--- config.mk ---
export PLATFORM = sky130hd
export DESIGN_NAME = pid_variable_integral_antiwindup_top
export DESIGN_NICKNAME = d
export VERILOG_FILES = /design/src/pvia_pkg.sv /design/src/pvia_regs.sv /design/src/pvia_ctrl.sv /design/src/pvia_dp.sv /design/src/pid_variable_integral_antiwindup_top.sv
export SDC_FILE = /design/constraint.sdc
export NUM_CORES = 2
export LEC_CHECK = 0
export ABC_CLOCK_PERIOD_IN_PS = 10400
export BUFFER_PORTS_ARGS = -buffer_cell sky130_fd_sc_hd__clkbuf_2
export CORE_AREA = 2 2 348 385
export DETAILED_ROUTE_END_ITERATION = 10
export DIE_AREA = 0 0 350 387
export GPL_ROUTABILITY_DRIVEN = 0
export GPL_TIMING_DRIVEN = 1
export PLACE_DENSITY = 0.52
export SYNTH_ARGS = -nofsm -noshare
export SYNTH_HDL_FRONTEND = slang
export SYNTH_SLANG_ARGS = --single-unit
--- constraint.sdc ---
create_clock -name clk -period 10.4 [get_ports clk]
set_input_delay 1.04 -clock clk [delete_from_list [all_inputs] [get_ports clk]]
set_output_delay 1.04 -clock clk [all_outputs]
set_load 0.01 [all_outputs]
--- src/pvia_pkg.sv ---
package pvia_pkg;

	localparam int ERROR_WIDTH_DEF = 16;
	localparam int SUM_WIDTH_DEF   = 24;

	localparam int DUTY_W     = 16;
	localparam int GAIN_W     = 16;
	localparam int LIMIT_W    = 23;
	localparam int OUT_W      = 32;
	localparam int CFG_IDX_W  = 3;
	localparam int CFG_DATA_W = 23;

	localparam int RAMP_LOW    = 691;
	localparam int RAMP_HIGH   = 742;
	localparam int RAMP_NUM    = 3712;
	localparam int DUTY_MARGIN = 20;

	localparam logic [DUTY_W-1:0]  DUTY_MAX_RST    = 16'd1660;
	localparam logic [DUTY_W-1:0]  DUTY_MIN_RST    = 16'd1275;
	localparam logic [DUTY_W-1:0]  DUTY_REL_RST    = 16'd1500;
	localparam logic [LIMIT_W-1:0] SUM_LIMIT_RST   = 23'd38400;

	typedef enum logic [CFG_IDX_W-1:0] {
		REG_LOOP_MODE   = 3'd0,
		REG_GAIN_P      = 3'd1,
		REG_GAIN_I      = 3'd2,
		REG_GAIN_D      = 3'd3,
		REG_DUTY_MAX    = 3'd4,
		REG_DUTY_MIN    = 3'd5,
		REG_DUTY_REL    = 3'd6,
		REG_SUM_LIMIT   = 3'd7
	} cfg_reg_t;

	typedef struct packed {
		logic               loop_mode;
		logic [GAIN_W-1:0]  gain_p;
		logic [GAIN_W-1:0]  gain_i;
		logic [GAIN_W-1:0]  gain_d;
		logic [DUTY_W-1:0]  duty_max;
		logic [DUTY_W-1:0]  duty_min;
		logic [DUTY_W-1:0]  duty_low_release;
		logic [LIMIT_W-1:0] sum_limit;
	} cfg_t;

	typedef enum logic [1:0] {
		MUL_P = 2'd0,
		MUL_I = 2'd1,
		MUL_D = 2'd2
	} mul_sel_t;

	typedef struct packed {
		logic     load_in;
		logic     calc_term;
		logic     upd_sum;
		mul_sel_t mul_sel;
		logic     acc_load;
		logic     acc_add;
		logic     load_out;
	} cmd_t;

endpackage

--- src/pvia_regs.sv ---
module pvia_regs
	import pvia_pkg::*;
(
	input  logic                  clk,
	input  logic                  arst_n,
	input  logic                  cfg_wr_en,
	input  logic [CFG_IDX_W-1:0]  cfg_index,
	input  logic [CFG_DATA_W-1:0] cfg_data,
	output cfg_t                  cfg
);

	cfg_t cfg_q;

	always_ff @(posedge clk or negedge arst_n) begin
		if (!arst_n) begin
			cfg_q.loop_mode        <= 1'b0;
			cfg_q.gain_p           <= '0;
			cfg_q.gain_i           <= '0;
			cfg_q.gain_d           <= '0;
			cfg_q.duty_max         <= DUTY_MAX_RST;
			cfg_q.duty_min         <= DUTY_MIN_RST;
			cfg_q.duty_low_release <= DUTY_REL_RST;
			cfg_q.sum_limit        <= SUM_LIMIT_RST;
		end else if (cfg_wr_en) begin
			case (cfg_index)
				REG_LOOP_MODE: cfg_q.loop_mode        <= cfg_data[0];
				REG_GAIN_P:    cfg_q.gain_p           <= cfg_data[GAIN_W-1:0];
				REG_GAIN_I:    cfg_q.gain_i           <= cfg_data[GAIN_W-1:0];
				REG_GAIN_D:    cfg_q.gain_d           <= cfg_data[GAIN_W-1:0];
				REG_DUTY_MAX:  cfg_q.duty_max         <= cfg_data[DUTY_W-1:0];
				REG_DUTY_MIN:  cfg_q.duty_min         <= cfg_data[DUTY_W-1:0];
				REG_DUTY_REL:  cfg_q.duty_low_release <= cfg_data[DUTY_W-1:0];
				REG_SUM_LIMIT: cfg_q.sum_limit        <= cfg_data[LIMIT_W-1:0];
				default: ;
			endcase
		end
	end

	assign cfg = cfg_q;

endmodule

--- src/pvia_ctrl.sv ---
module pvia_ctrl
	import pvia_pkg::*;
(
	input  logic clk,
	input  logic arst_n,
	input  logic in_valid,
	output logic in_ready,
	output logic out_valid,
	input  logic out_ready,
	output cmd_t cmd
);

	typedef enum logic [2:0] {
		ST_IDLE,
		ST_TERM,
		ST_SUM,
		ST_MUL_P,
		ST_MUL_I,
		ST_MUL_D,
		ST_ACC,
		ST_FIN
	} state_t;

	state_t state_q;
	logic   out_valid_q;
	logic   out_free;

	assign out_free  = !out_valid_q || out_ready;
	assign in_ready  = (state_q == ST_IDLE);
	assign out_valid = out_valid_q;

	always_ff @(posedge clk or negedge arst_n) begin
		if (!arst_n) begin
			state_q     <= ST_IDLE;
			out_valid_q <= 1'b0;
		end else begin
			if (out_valid_q && out_ready) begin
				out_valid_q <= 1'b0;
			end
			case (state_q)
				ST_IDLE: begin
					if (in_valid) begin
						state_q <= ST_TERM;
					end
				end
				ST_TERM:  state_q <= ST_SUM;
				ST_SUM:   state_q <= ST_MUL_P;
				ST_MUL_P: state_q <= ST_MUL_I;
				ST_MUL_I: state_q <= ST_MUL_D;
				ST_MUL_D: state_q <= ST_ACC;
				ST_ACC:   state_q <= ST_FIN;
				ST_FIN: begin
					if (out_free) begin
						out_valid_q <= 1'b1;
						state_q     <= ST_IDLE;
					end
				end
				default: state_q <= ST_IDLE;
			endcase
		end
	end

	always_comb begin
		cmd           = '0;
		cmd.mul_sel   = MUL_P;
		case (state_q)
			ST_IDLE:  cmd.load_in   = in_valid;
			ST_TERM:  cmd.calc_term = 1'b1;
			ST_SUM:   cmd.upd_sum   = 1'b1;
			ST_MUL_P: cmd.mul_sel   = MUL_P;
			ST_MUL_I: begin
				cmd.mul_sel  = MUL_I;
				cmd.acc_load = 1'b1;
			end
			ST_MUL_D: begin
				cmd.mul_sel = MUL_D;
				cmd.acc_add = 1'b1;
			end
			ST_ACC:   cmd.acc_add   = 1'b1;
			ST_FIN:   cmd.load_out  = out_free;
			default: ;
		endcase
	end

endmodule

--- src/pvia_dp.sv ---
module pvia_dp
	import pvia_pkg::*;
#(
	parameter int ERROR_WIDTH = ERROR_WIDTH_DEF,
	parameter int SUM_WIDTH   = SUM_WIDTH_DEF
) (
	input  logic                          clk,
	input  logic                          arst_n,
	input  cmd_t                          cmd,
	input  cfg_t                          cfg,
	input  logic signed [ERROR_WIDTH-1:0] error_sample,
	input  logic [DUTY_W-1:0]             duty_now,
	output logic signed [OUT_W-1:0]       drive_value
);

	localparam int EW  = ERROR_WIDTH;
	localparam int AW  = (EW + 1 > 11) ? EW + 1 : 11;
	localparam int DW  = (EW > 12) ? EW : 12;
	localparam int SWA = (SUM_WIDTH > DW) ? SUM_WIDTH : DW;
	localparam int SW2 = ((SWA > 24) ? SWA : 24) + 1;
	localparam int MW  = (EW + 1 > SUM_WIDTH) ? EW + 1 : SUM_WIDTH;
	localparam int PW  = MW + GAIN_W;
	localparam int ACW = PW + 2;
	localparam int XW  = (ACW > 41) ? ACW : 41;

	logic signed [EW-1:0]        e_q;
	logic [DUTY_W-1:0]           duty_q;
	logic signed [EW-1:0]        prev_q;
	logic signed [EW:0]          diff_q;
	logic signed [DW-1:0]        delta_q;
	logic signed [SUM_WIDTH-1:0] sum_q;
	logic signed [PW-1:0]        prod_q;
	logic signed [ACW-1:0]       acc_q;
	logic signed [OUT_W-1:0]     drive_q;

	// integral term
	logic signed [EW:0]   e_ext;
	logic [EW:0]          a_full;
	logic [AW-1:0]        a_cmp;
	logic [9:0]           a10;
	logic [11:0]          ramp_rem;
	logic [21:0]          ramp_prod;
	logic [13:0]          ramp_mag;
	logic signed [DW-1:0] mag_s;
	logic signed [DW-1:0] term;
	logic signed [DW-1:0] delta;
	logic                 e_neg;
	logic                 e_pos;
	logic [DUTY_W:0]      duty_hi;
	logic                 take;

	assign e_ext     = (EW+1)'(e_q);
	assign e_neg     = e_q[EW-1];
	assign e_pos     = !e_q[EW-1] && (e_q != '0);
	assign a_full    = e_neg ? $unsigned(-e_ext) : $unsigned(e_ext);
	assign a_cmp     = AW'(a_full);
	assign a10       = a_cmp[9:0];
	assign ramp_rem  = 12'(RAMP_NUM) - ({a10, 2'b00} + 12'(a10));
	assign ramp_prod = 22'(a10) * 22'(ramp_rem);
	assign ramp_mag  = ramp_prod[21:8];
	assign mag_s     = DW'($signed({1'b0, ramp_mag}));

	always_comb begin
		if (a_cmp <= AW'(RAMP_LOW)) begin
			term = DW'(e_q);
		end else if (a_cmp <= AW'(RAMP_HIGH)) begin
			term = e_neg ? -mag_s : mag_s;
		end else begin
			term = '0;
		end
	end

	assign duty_hi = {1'b0, duty_q} + (DUTY_W+1)'(DUTY_MARGIN);
	assign take    = ((duty_hi >= {1'b0, cfg.duty_max}) && e_neg)
		|| ((duty_q <= cfg.duty_low_release) && e_pos)
		|| ((duty_q <= cfg.duty_max) && (duty_q >= cfg.duty_min));

	always_comb begin
		if (!cfg.loop_mode) begin
			delta = DW'(e_q);
		end else if (take) begin
			delta = term;
		end else begin
			delta = '0;
		end
	end

	// sum update with width saturation and, in loop mode, clamp to sum_limit
	logic signed [SW2-1:0]       s_add;
	logic [SW2-SUM_WIDTH:0]      s_hi;
	logic signed [SUM_WIDTH-1:0] s_sat;
	logic signed [SW2-1:0]       s_w;
	logic signed [SW2-1:0]       lim;
	logic signed [SUM_WIDTH-1:0] sum_next;

	assign s_add = SW2'(sum_q) + SW2'(delta_q);
	assign s_hi  = s_add[SW2-1:SUM_WIDTH-1];

	always_comb begin
		if ((&s_hi) || !(|s_hi)) begin
			s_sat = s_add[SUM_WIDTH-1:0];
		end else if (s_add[SW2-1]) begin
			s_sat = {1'b1, {(SUM_WIDTH-1){1'b0}}};
		end else begin
			s_sat = {1'b0, {(SUM_WIDTH-1){1'b1}}};
		end
	end

	assign s_w = SW2'(s_sat);
	assign lim = SW2'($signed({1'b0, cfg.sum_limit}));

	always_comb begin
		if (cfg.loop_mode && (s_w > lim)) begin
			sum_next = SUM_WIDTH'(lim);
		end else if (cfg.loop_mode && (s_w < -lim)) begin
			sum_next = SUM_WIDTH'(-lim);
		end else begin
			sum_next = s_sat;
		end
	end

	// shared multiplier
	logic signed [GAIN_W-1:0] mul_a;
	logic signed [MW-1:0]     mul_b;
	logic signed [PW-1:0]     mul_p;

	always_comb begin
		case (cmd.mul_sel)
			MUL_P: begin
				mul_a = $signed(cfg.gain_p);
				mul_b = MW'(e_q);
			end
			MUL_I: begin
				mul_a = $signed(cfg.gain_i);
				mul_b = MW'(sum_q);
			end
			MUL_D: begin
				mul_a = $signed(cfg.gain_d);
				mul_b = MW'(diff_q);
			end
			default: begin
				mul_a = '0;
				mul_b = '0;
			end
		endcase
	end

	assign mul_p = PW'(mul_a) * PW'(mul_b);

	// output scaling and saturation
	logic signed [XW-1:0]    acc_x;
	logic signed [XW-1:0]    acc_sh;
	logic [XW-OUT_W:0]       o_hi;
	logic signed [OUT_W-1:0] drive_next;

	assign acc_x  = XW'(acc_q);
	assign acc_sh = acc_x >>> 8;
	assign o_hi   = acc_sh[XW-1:OUT_W-1];

	always_comb begin
		if ((&o_hi) || !(|o_hi)) begin
			drive_next = acc_sh[OUT_W-1:0];
		end else if (acc_sh[XW-1]) begin
			drive_next = {1'b1, {(OUT_W-1){1'b0}}};
		end else begin
			drive_next = {1'b0, {(OUT_W-1){1'b1}}};
		end
	end

	always_ff @(posedge clk) begin
		if (cmd.load_in) begin
			e_q    <= error_sample;
			duty_q <= duty_now;
		end
		if (cmd.calc_term) begin
			delta_q <= delta;
			diff_q  <= (EW+1)'(e_q) - (EW+1)'(prev_q);
		end
		prod_q <= mul_p;
		if (cmd.acc_load) begin
			acc_q <= ACW'(prod_q);
		end else if (cmd.acc_add) begin
			acc_q <= acc_q + ACW'(prod_q);
		end
		if (cmd.load_out) begin
			drive_q <= drive_next;
		end
	end

	always_ff @(posedge clk or negedge arst_n) begin
		if (!arst_n) begin
			prev_q <= '0;
			sum_q  <= '0;
		end else begin
			if (cmd.upd_sum) begin
				sum_q <= sum_next;
			end
			if (cmd.load_out) begin
				prev_q <= e_q;
			end
		end
	end

	assign drive_value = drive_q;

endmodule

--- src/pid_variable_integral_antiwindup_top.sv ---
// pid controller with variable-speed integration and integral anti-windup
//
// input stream (s_*): one transaction carries an error sample and the current
// duty value; output stream (m_*): one transaction carries the drive value
// for each input transaction, in order.
// configuration: cfg_wr_en, cfg_index and cfg_data write one register per
// cycle; write only while no transaction is in flight.
//
// sequence: after input acceptance the controller runs term, sum update and
// three products through one shared multiplier, then accumulates and finishes;
// a new transaction is accepted only once the previous one has left the sequence.
// s_tready is high only while the sequencer is idle.
// the output register lets a new input be accepted while a result waits; if
// the receiver stalls, the sequence holds in its last step until the output
// register is free, and s_tready stays low meanwhile.
// reset: arst_n clears the integral sum, the previous error, the output valid,
// returns the sequencer to idle and sets the config registers to their reset values.
module pid_variable_integral_antiwindup_top
	import pvia_pkg::*;
#(
	parameter int ERROR_WIDTH = ERROR_WIDTH_DEF,
	parameter int SUM_WIDTH   = SUM_WIDTH_DEF,
	localparam int IN_W       = ((ERROR_WIDTH + DUTY_W + 7) / 8) * 8
) (
	input  logic                  clk,
	input  logic                  arst_n,
	input  logic                  s_tvalid,
	output logic                  s_tready,
	input  logic [IN_W-1:0]       s_tdata,  // error_sample, duty_now
	output logic                  m_tvalid,
	input  logic                  m_tready,
	output logic [OUT_W-1:0]      m_tdata,  // drive_value
	input  logic                  cfg_wr_en,
	input  logic [CFG_IDX_W-1:0]  cfg_index,
	input  logic [CFG_DATA_W-1:0] cfg_data
);

	cfg_t                          cfg;
	cmd_t                          cmd;
	logic signed [OUT_W-1:0]       drive_value;
	logic signed [ERROR_WIDTH-1:0] error_sample;
	logic [DUTY_W-1:0]             duty_now;

	assign error_sample = $signed(s_tdata[ERROR_WIDTH-1:0]);
	assign duty_now     = s_tdata[ERROR_WIDTH+DUTY_W-1:ERROR_WIDTH];

	pvia_regs u_regs (
		.clk       (clk),
		.arst_n    (arst_n),
		.cfg_wr_en (cfg_wr_en),
		.cfg_index (cfg_index),
		.cfg_data  (cfg_data),
		.cfg       (cfg)
	);

	pvia_ctrl u_ctrl (
		.clk       (clk),
		.arst_n    (arst_n),
		.in_valid  (s_tvalid),
		.in_ready  (s_tready),
		.out_valid (m_tvalid),
		.out_ready (m_tready),
		.cmd       (cmd)
	);

	pvia_dp #(
		.ERROR_WIDTH (ERROR_WIDTH),
		.SUM_WIDTH   (SUM_WIDTH)
	) u_dp (
		.clk          (clk),
		.arst_n       (arst_n),
		.cmd          (cmd),
		.cfg          (cfg),
		.error_sample (error_sample),
		.duty_now     (duty_now),
		.drive_value  (drive_value)
	);

	assign m_tdata = drive_value;

endmodule
==> flow_summary_export.csv <==
group,metric,value,unit
run_status,status,"complete, no violations",
die,start_util,29.8,%
route,drc,0,
timing,max_freq,104,MHz
route,ant_nets,0,
synth,netlist_area,39200,sq um
clock_tree,clock-sinks,343,
timing,hold_viol,0,
route,wl_per_cell,18.0,microns
final_layout,synthToLayoutAreaGrowth,10.7,%
die,row_count,140,
synth,ys_ff_latch,343,
clock_tree,clk_latency,0.60,ns
timing,drv_slew,0,
critical_path,reg2reg_slack,0.80,ns
final_layout,nets,5169,
critical_path,r2r-end,"u_dp.delta_q[13]",
die,die-width,350,microns
clock_tree,cts_htree_levels,2,
critical_path,startpoint_type,"flip-flop",
critical_path,cp.arrival,9.95,ns
timing,worst_pin_slew,1.18,ns
global_routing,overflow,0,
timing,setup_viol_count_final,0,
die,die_h,387,microns
critical_path,worst-path-buf-inv,4,
synth,yosysWarnings,0,
synth,synthFlopType,"edfxtp_1",
clock_tree,clock_path_buffers,3,
critical_path,endpoint_kind,"flip-flop",
route,vias,29737,
critical_path,cpMaxStageDelayCell,"edfxtp_1",
critical_path,crit_family,"adder cells",
placed_design,dp.cells,6016,
timing,maxSlewHeadroom,21.4,%
global_routing,grt_pass1_vias,30524,
synth,synthTopCellsByArea,"fa_1 23%, ha_1 12%, edfxtp_1 11%, dfrtp_1 8.8%, inv_1 5.7%",
clock_tree,cts_tree,"done",
synth,yosysUniqueCellTypes,96,
clock_tree,cts_buffers,42,
timing,fin_setup_tns,0,ns
global_routing,antenna_found_initial,8,
placed_design,dp_hpwl,87.2,mm
synth,synth_edf_count,139,
global_routing,grt_pass1_wl,174,mm
timing,rsz0062_at_grt,"no",
route,drt_wl_total,109,mm
clock_tree,cts_resized,0,
die,core,132000,sq um
route,routed_via_density,4.88,
timing,fin_crit,9.60,ns
synth,syn-num-nets,5126,
die,dieArea,135000,sq um
worst_hold_path,hp-class,"in2async",
final_layout,drive_above_1_share,9.82,%
final_layout,mostFrequentLayoutCells,"596 x inv_1, 465 x nand2_1, 455 x fa_1",
synth,postSynth.asyncResetShare,47.8,%
route,drt_pass1_iterations,7,
critical_path,r2r-start,"u_dp.e_q[1]",
synth,synthCells,4242,
synth,syn_area_per_cell,9.25,sq um
critical_path,reg2regPathDepth,35,
global_routing,grtUsageTotal,16.3,%
timing,period_share,92.3,%
final_layout,layout_commonest_cell,"inv_1",
global_routing,grt_max_degree,72,
synth,synth_area_leader_cell,"fa_1",
clock_tree,ctsHoldBuffers,0,
critical_path,slowest_delay,0.53,ns
critical_path,cp_common_cell,"ha_1",
critical_path,crit_fanout,10,
clock_tree,cts.reportedPaths.clkPinSlew,0.06,ns
route,drt-initial-drc-count,1778,
final_layout,fin_cells,6095,
critical_path,path_class,"reg2reg",
clock_tree,cts-root-buf,"clkbuf_16",
placed_design,portBuffers,96,
synth,synth_top_area_share,23.2,%
timing,fin_skew,0.0442,ns
die,io-pin-count,97,
critical_path,critPathRequiredTime,10.74,ns
run,maxCapViolCount,0,
clock_tree,cts_setup_buffers,0,
synth,seq_area_frac_synth,23.2,%
-- metal layers --
layer  global-route usage (%)  vias up  wire (microns)
li1                         -    14174               -
met1                     22.6    14726           50400
met2                     27.0      701           51200
met3                     2.06      136            5450
met4                     3.71        0            2440
met5                        0        -               0
-- how the worst max path moves through the flow --
stage	start	to	slack, ns	cells after the start
after floorplan	u_dp.e_q[0]	u_dp.delta_q[13]	0.92	40
after global placement	u_dp.e_q[1]	u_dp.delta_q[13]	0.99	35
after detailed placement	u_dp.e_q[1]	u_dp.delta_q[13]	0.92	35
after CTS	u_dp.e_q[1]	u_dp.delta_q[13]	0.87	35
after global routing	u_dp.e_q[1]	u_dp.delta_q[13]	0.14	35
final	u_dp.e_q[1]	u_dp.delta_q[13]	0.80	35
-- sequential cells by signal (all words and copies together) (netlist names) --
signal            flops
u_ctrl.state_q        3
u_dp.prod_q          40
u_regs.cfg          120
u_dp.duty_q          16
u_dp.acc_q           42
u_dp.e_q             16
u_dp.drive_value     32
u_dp.sum_q           24
u_dp.delta_q         16
u_dp.prev_q          16
u_ctrl.out_valid      1
u_dp.diff_q          17
-- area by class of cell --
cell class | instances | area (sq um)
timing repair buffer | 152 | 907
tap | 1775 | 2220
antenna | 1 | 2.50
clock inverter | 19 | 278
multi-input combinational | 3145 | 27400
sequential | 343 | 9110
fill | 13689 | 88100
clock buffer | 59 | 1270
inverter | 601 | 2260
-- cell families after synthesis --
logic type      Yosys count  synth area share [%]
flops                   343                  23.2
fa+ha+maj               841                  35.4
mux                     144                  4.03
simple gates           1227                  13.7
buf+inv                 754                  7.25
xor+xnor                174                  3.90
compound gates          759                  12.5
-- metrics by stage --
stage	util (%)	area, sq um	setup WS [ns]	hold WS, ns
after global routing	33.0	43400	0.142	0.490
final	33.0	43400	0.800	0.464
after floorplan	-	39200	0.922	0.476
after CTS	33.0	43400	0.867	0.458
after global placement	31.8	41900	0.991	0.486
after detailed placement	31.8	41900	0.916	0.494
-- synth_stat cells, types with 35 or more instances --
cell      number
edfxtp_1     139
a21oi_1      184
a21o_1        86
nand2b_1      41
xnor2_1      113
mux2_2       106
nor3_1        56
clkbuf_1     134
o21ai_0      158
nand4_1       38
inv_1        596
mux2i_1       36
nand2_1      465
dfrtp_1      138
o21a_1        53
dfxtp_1       40
nand3_1       54
ha_1         366
xor2_1        60
a211oi_1      35
o21ai_1       49
nor2_1       432
fa_1         455
Power is left out: the tool's default activity adds up to more than one toggle a clock period on the data nets, which glitch-free logic cannot reach.
